`src/rtl/core/lic_pkg.sv`:
```
// Shared types and constants for the linear index to coordinates block.
`default_nettype none
package lic_pkg;
    localparam int TUPLE_W = 48;
    localparam int EXT_W   = 16;
    localparam int ORG_W   = 32;
    localparam int COORD_W = 33;
    localparam int SPAN_W  = 32;
    localparam int QBITS   = 16;
    localparam int IDX_W   = 3;
    localparam int DATA_W  = 32;

    localparam logic [IDX_W-1:0] REG_DIM_COUNT = 3'd0;
    localparam logic [IDX_W-1:0] REG_EXTENT_0  = 3'd1;
    localparam logic [IDX_W-1:0] REG_EXTENT_1  = 3'd2;
    localparam logic [IDX_W-1:0] REG_EXTENT_2  = 3'd3;
    localparam logic [IDX_W-1:0] REG_ORIGIN_0  = 3'd4;
    localparam logic [IDX_W-1:0] REG_ORIGIN_1  = 3'd5;
    localparam logic [IDX_W-1:0] REG_ORIGIN_2  = 3'd6;

    typedef struct packed {
        logic [1:0]       dim_count;
        logic [EXT_W-1:0] extent_0;
        logic [EXT_W-1:0] extent_1;
        logic [EXT_W-1:0] extent_2;
        logic [ORG_W-1:0] origin_0;
        logic [ORG_W-1:0] origin_1;
        logic [ORG_W-1:0] origin_2;
    } t_cfg;

    // Word handed from the range check stages to the divider chain.
    typedef struct packed {
        logic              valid;
        logic              err;
        logic [TUPLE_W-1:0] rem;
        logic [SPAN_W-1:0] span;
    } t_prep;

    // Word leaving the divider chain.
    typedef struct packed {
        logic             valid;
        logic             err;
        logic [QBITS-1:0] digit_0;
        logic [QBITS-1:0] digit_1;
        logic [EXT_W-1:0] digit_2;
    } t_digits;
endpackage
`default_nettype wire

```
`src/rtl/core/lic_prep.sv`:
```
// Range check stages: span of the lower dimensions, extent product, range flag.
`default_nettype none
module lic_prep (
    input  wire logic                        i_clk,
    input  wire logic                        i_rst_n,
    input  wire logic                        i_adv,
    input  wire logic                        i_valid,
    input  wire logic [lic_pkg::TUPLE_W-1:0] i_tuple,
    input  wire lic_pkg::t_cfg               i_cfg,
    output lic_pkg::t_prep                   o_prep
);
    logic [1:0]                 used;
    logic [lic_pkg::EXT_W-1:0]  m1;
    logic [lic_pkg::EXT_W-1:0]  m2;

    logic                        r_v1, r_v2, r_v3;
    logic                        r_tz1, r_tz2, r_err3;
    logic [lic_pkg::TUPLE_W-1:0] r_t1, r_t2;
    logic [lic_pkg::TUPLE_W-1:0] r_rem1, r_rem2, r_rem3;
    logic [lic_pkg::SPAN_W-1:0]  r_s1, r_s2, r_s3;
    logic [lic_pkg::TUPLE_W-1:0] r_total2;

    always_comb begin
        used = (i_cfg.dim_count == 2'd0) ? 2'd1 : i_cfg.dim_count;
        m1   = (used >= 2'd2) ? i_cfg.extent_1 : lic_pkg::EXT_W'(1);
        m2   = (used == 2'd3) ? i_cfg.extent_2 : lic_pkg::EXT_W'(1);
    end

    always_ff @(posedge i_clk) begin
        if (!i_rst_n) begin
            r_v1 <= 1'b0;
            r_v2 <= 1'b0;
            r_v3 <= 1'b0;
        end else if (i_adv) begin
            r_v1 <= i_valid;
            r_v2 <= r_v1;
            r_v3 <= r_v2;
        end
    end

    always_ff @(posedge i_clk) begin
        if (i_adv) begin
            r_t1     <= i_tuple;
            r_tz1    <= (i_tuple == '0);
            r_rem1   <= i_tuple - lic_pkg::TUPLE_W'(1);
            r_s1     <= m1 * m2;
            r_t2     <= r_t1;
            r_tz2    <= r_tz1;
            r_rem2   <= r_rem1;
            r_s2     <= r_s1;
            r_total2 <= {{(lic_pkg::TUPLE_W-lic_pkg::EXT_W){1'b0}}, i_cfg.extent_0}
                        * {{(lic_pkg::TUPLE_W-lic_pkg::SPAN_W){1'b0}}, r_s1};
            r_err3   <= r_tz2 || (r_t2 > r_total2);
            r_rem3   <= r_rem2;
            r_s3     <= r_s2;
        end
    end

    assign o_prep = '{valid: r_v3, err: r_err3, rem: r_rem3, span: r_s3};
endmodule
`default_nettype wire

```
`config.mk`:
```
export PLATFORM = sky130hd
export DESIGN_NAME = lic_prep
export DESIGN_NICKNAME = d
export VERILOG_FILES = /design/src/rtl/core/lic_pkg.sv /design/src/rtl/core/lic_prep.sv
export SDC_FILE = /design/constraint.sdc
export NUM_CORES = 2
export LEC_CHECK = 0
export ABC_AREA = 1
export BUFFER_PORTS_ARGS = -buffer_cell sky130_fd_sc_hd__buf_2
export CAP_MARGIN = 15
export CELL_PAD_IN_SITES_DETAIL_PLACEMENT = 0
export CELL_PAD_IN_SITES_GLOBAL_PLACEMENT = 1
export CORE_MARGIN = 2
export CORE_UTILIZATION = 40
export CTS_BUF_LIST = sky130_fd_sc_hd__clkbuf_8
export CTS_CLUSTER_SIZE = 20
export DETAILED_ROUTE_END_ITERATION = 8
export PLACE_DENSITY = 0.76
export SETUP_SLACK_MARGIN = 0.05
export SLEW_MARGIN = 10
export SYNTH_ARGS = -nofsm -noshare
export SYNTH_HDL_FRONTEND = slang
export SYNTH_SLANG_ARGS = --single-unit
```
`constraint.sdc`:
```
create_clock -name i_clk -period 6 [get_ports i_clk]
set_input_delay 0.6 -clock i_clk [delete_from_list [all_inputs] [get_ports i_clk]]
set_output_delay 0.6 -clock i_clk [all_outputs]
set_load 0.1 [all_outputs]
```
# --- Word-level counts from Yosys, hierarchy flattened ---
# Index checks and enable logic that the tools add are counted.
totals:
  ff_bits: 390
classes:
  n_addsub: 1
  mul: 2
  n_lt_le_gt_ge: 2
  n_eq_ne: 1
  mux: 3
  n_reduce_logical: 3
ops:
  columns: ["operator", "count"]
  rows:
  - ["$gt A48 B48 Y1", 1]
  - ["$logic_not A48 Y1", 1]
  - ["$mul A16 B32 Y48", 1]
  - ["$sub A48 B1 Y48 const B", 1]
  - ["$mul A16 B16 Y32", 1]
  - ["$mux W16", 2]
  - ["$eq A2 B2 Y1 const B", 1]
  - ["$ge A2 B2 Y1 const B", 1]
  - ["$logic_not A2 Y1", 1]
  - ["$mux W2", 1]
  - ["$logic_or A1 B1 Y1", 1]

# --- Logic depth before layout (Yosys ltp) ---
logic_depth:
  depth_word: 5
  ltp_mapped: 29
  mapped_depth_nobuf: 27

# --- Worst setup path before layout ---
# No wires, ideal clock.
synth_timing:
  path_kind: "input-to-reg"
  start: "in i_cfg[145] (netlist bit)"
  end: "reg r_s1[31] (netlist bit) (data pin)"
  setup_ns: 0.252
  arrival_time_ns: 5.683
  setup_slack_ns: 0.065
  stages: 24
  path_buffers: 2
  cell_sequence: "nand2_1 -> inv_1 -> buf_2 -> nand2_1 -> clkbuf_1 -> nor2_1 -> fa_1 -> inv_1 -> fa_1 -> fa_1 -> inv_1 -> fa_1 -> fa_1 -> inv_1 -> fa_1 -> inv_1 -> ha_1 -> a21oi_1 -> a21boi_0 -> nand3_1 -> nand3b_1 -> nand2_1 -> nand2_1 -> nand2_1"
synth_between:
  elab_chain_cells: 5
  word_cells_on_any_way: 7
synth_lines:
  columns: ["element", "line", "text"]
  rows:
  - ["start: declaration", "lic_prep.sv:9", "input wire lic_pkg::t_cfg i_cfg,"]
  - ["$logic_not A2 Y1", "lic_prep.sv:24", "used = (i_cfg.dim_count == 2'd0) ? 2'd1 : i_cfg.dim_count;"]
  - ["$mux W2 *", "lic_prep.sv:24", null]
  - ["$ge A2 B2 Y1 or $eq A2 B2 Y1 (tied branches)", "lic_prep.sv:25, lic_prep.sv:26", null]
  - ["$mux W16 (on tied branches)", "lic_prep.sv:25, lic_prep.sv:26", null]
  - ["$mul A16 B16 Y32 *", "lic_prep.sv:46", "r_s1 <= m1 * m2;"]
  - ["end signal: assignment", "lic_prep.sv:46", null]
  - ["end: declaration", "lic_prep.sv:20", "logic [lic_pkg::SPAN_W-1:0] r_s1, r_s2, r_s3;"]
# Mark *: on every way between the ends. The rest lies on a longest branch, timed or not.
# A chain may end at the register's enable or synchronous reset.

# --- Worst setup path after layout ---
layout_timing:
  start: "reg r_s1[22] (netlist bit)"
  end: "reg r_total2[41] (netlist bit) (data pin)"
layout_between:
  elab_chain_cells: 1
layout_lines:
  columns: ["element", "line", "text"]
  rows:
  - ["$mul A16 B32 Y48", "lic_prep.sv:52", "* {{(lic_pkg::TUPLE_W-lic_pkg::SPAN_W){1'b0}}, r_s1};"]
  - ["end signal: assignment", "lic_prep.sv:51", "r_total2 <= {{(lic_pkg::TUPLE_W-lic_pkg::EXT_W){1'b0}}, i_cfg.extent_0}"]
  - ["end: declaration", "lic_prep.sv:21", "logic [lic_pkg::TUPLE_W-1:0] r_total2;"]
# Every way passes these cells.

==> out/metrics.cfg <==
[flow_run]
drv_cap = 0

[min_path]
hp-class = in2reg
min_path_cells = 1

[grt]
grt_pass1_vias = 31300
grt-ovfl-total = 0
grt_pass1_wl_um = 164000
antenna_found_initial = 3
grt_max_degree = 144
grt_usage_pct = 20.15

[finish]
nets = 6064
drive_above_1_share_pct = 13.97
fin_area_sq_um = 47180
area_growth_pct = 16.58
fillers = 9703
layout.cells.non_filler = 6333

[route]
drt_wl_total_um = 100400
wl_per_cell_um = 15.85
viasPerCell = 4.683
antenna_left = 0
drtIter0Drc = 1974
via_count = 29660
firstDrtPassIters = 5
drcViolationCount = 0

[critical_path]
critical_path.most_common_cell = fa_1
crit_path_max_fanout = 7
cp_slowest_cell = fa_1
critPathLaunchType = flip-flop
cpPeakStageDelay_ns = 0.52
reg2reg_depth = 21
path_class = reg2reg
path_cells = buf_12 -> nand2_1 -> inv_1 -> fa_1 -> inv_1 -> fa_1 -> fa_1 -> inv_1 -> fa_1 -> fa_1 -> inv_1 -> fa_1 -> inv_1 -> ha_1 -> nand2_1 -> o21ai_0 -> a21oi_1 -> nor2_1 -> nor2_1 -> nand3_1 -> nand2_1
worstPathRequired_ns = 6.43
crit_arrival_ns = 6.21
crit_path_end_kind = flip-flop

[floorplanning]
fp.dieH_um = 322.1
start_util_pct = 40.41
die_w_um = 322.1
die-area_sq_um = 103700
core_region_area_sq_um = 100100
ios = 280
rows = 116

[sta]
timing.final.crit_share_pct = 96.26
hold_viol_final = 0
slew_violations = 0
slew_headroom_pct = 30.58
rsz0062_at_grt = yes
finClkSkew_ns = 0.04316
setup_viol = 0
period_minus_slack_ns = 5.776
tightest_slew_ns = 1.041
hold_ws_ns = 0.1331
setup_ws_ns = 0.2242
fmax_mhz = 173.1

[clock_network]
cts_buffer_depth = 3
cts_tree = yes
h-tree-depth = 3
clk_pin_slew_worst_paths_ns = 0.06
clk-insertion-delay-late_ns = 0.71
ctsHoldBuffers = 0
cts_sinks = 390
cts_root_buf = clkbuf_8
numCtsBuffers = 71

[yosys]
syn_avg_cell_area_sq_um = 9.018
yosys_warnings = 0
synth_area_sq_um = 40470
syn_nets = 5571
synth_top_area_share_pct = 30.27
synth_cell_types = 42
seq_area_frac_synth_pct = 28.86
ys_top_cells_by_area = fa_1 (30%), edfxtp_1 (29%), nand2_1 (11%), inv_1 (11%), ha_1 (8.4%)
post-synth-top-area-cell = fa_1
ys_ff_latch = 390
synthCells = 4488

[placed_design]
dp_cells = 6181
hpwl_um = 83400
gp_congestion = 0.9376
post-place-ws_ns = -0.3124
placed_area_sq_um = 45440
portBuffers = 183

[run_status]
status = completed

flip-flops by register name, summed over array words and instances (netlist names):
name / flops
r_err3: 1
r_rem1: 48
r_rem2: 48
r_rem3: 48
r_s1: 32
r_s2: 32
r_s3: 32
r_t1: 48
r_t2: 48
r_total2: 48
r_tz1: 1
r_tz2: 1
r_v1: 1
r_v2: 1
r_v3: 1
final timing paths:
kind              start           end  slack, ns
max            r_s1[22]  r_total2[41]       0.22
min          i_tuple[0]       r_t1[0]       0.13
min reg2reg    r_t1[25]      r_t2[25]       0.40
max reg2reg    r_s1[22]  r_total2[41]       0.22
synthesized netlist by cell type:
| master | instances |
|---|---|
| nand4_2 | 1 |
| clkinv_1 | 5 |
| o21ai_0 | 38 |
| edfxtp_1 | 387 |
| nor3_4 | 1 |
| o21ai_1 | 3 |
| and3_1 | 1 |
| fa_1 | 612 |
| nor4_1 | 4 |
| nor2_1 | 314 |
| nand2_4 | 2 |
| or2_0 | 1 |
| nor2_4 | 6 |
| nand3b_1 | 6 |
| o21bai_1 | 8 |
| or2_2 | 3 |
| a21o_1 | 7 |
| nand2_1 | 1184 |
| inv_2 | 1 |
| ha_1 | 273 |
| a32o_1 | 1 |
| a31oi_1 | 4 |
| clkinv_2 | 1 |
| a21boi_0 | 2 |
| nand3_2 | 2 |
| buf_1 | 1 |
| nor2_2 | 4 |
| nand3_1 | 84 |
| xor2_1 | 57 |
| nand2_2 | 3 |
| o21a_1 | 3 |
| inv_1 | 1156 |
| buf_4 | 2 |
| nor3_1 | 20 |
| nand4_1 | 30 |
| a21oi_1 | 90 |
| xnor2_1 | 28 |
| and2_1 | 2 |
| buf_2 | 2 |
| or2_4 | 1 |
| clkbuf_1 | 135 |
| dfxtp_1 | 3 |
layout make-up:
| class | instances | area [sq um] | share of cell area [%] |
|---|---|---|---|
| clock inverter | 54 | 351.6 | 0.7452 |
| inverter | 1163 | 4367 | 9.255 |
| tap | 1298 | 1624 | 3.442 |
| sequential | 390 | 11680 | 24.76 |
| multi-input combinational | 2795 | 23980 | 50.83 |
| clock buffer | 71 | 977.2 | 2.071 |
| antenna | 2 | 5.005 | 0.01061 |
| timing repair buffer | 560 | 4193 | 8.886 |
metal layers:
layer	wire length, um	vias up	GRT usage, %
met5	0	-	0
met4	2394	0	5.909
met3	4681	137	2.685
met2	48310	677	34.09
met1	44980	14570	27.01
li1	-	14270	-
cells by family after synthesis:
family	after synthesis	synth area share, %
AOI/OAI and AO/OA	156	2.077
adders and majority gates	885	38.71
DFF	390	28.86
xor gates and xnor gates	85	1.839
and+or+nand+nor	1669	16.40
buffers and inverters	1303	12.11
timing repair:
action / in CTS / in global routing
pin swaps: 0 / 2
buffers inserted: 4 / 21
resized for setup: 0 / 30
setup endpoints to repair: 3 / 31
critical path, delay by kind of cell (launching register included):
kind	cells	cell delay (ns)
buffers and inverters	6	0.46
and+or+nand+nor	6	0.59
adders and majority gates	7	3.39
AOI/OAI and AO/OA	2	0.56
DFF	1	0.51
cell usage in the layout, fill, tap and decap left out, types with 22 or more instances in the layout:
cell type	n
nand2_1	1181
inv_1	1170
fa_1	612
edfxtp_1	387
buf_4	340
nor2_1	304
ha_1	273
buf_2	182
a21oi_1	86
nand3_1	78
clkbuf_8	71
xor2_1	57
o21ai_0	38
buf_12	34
nand4_1	30
xnor2_1	28
clkinv_1	22
through the flow:
stage	utilization [%]	TNS (ns)
after floorplan	-	0
after global placement	45.38	-5.865
after detailed placement	45.38	-7.382
after CTS	46.76	0
after global routing	47.11	0
final	47.11	0
Power is not shown: default switching activity piles up to over one toggle a cycle in this logic, so the estimate is an artifact.
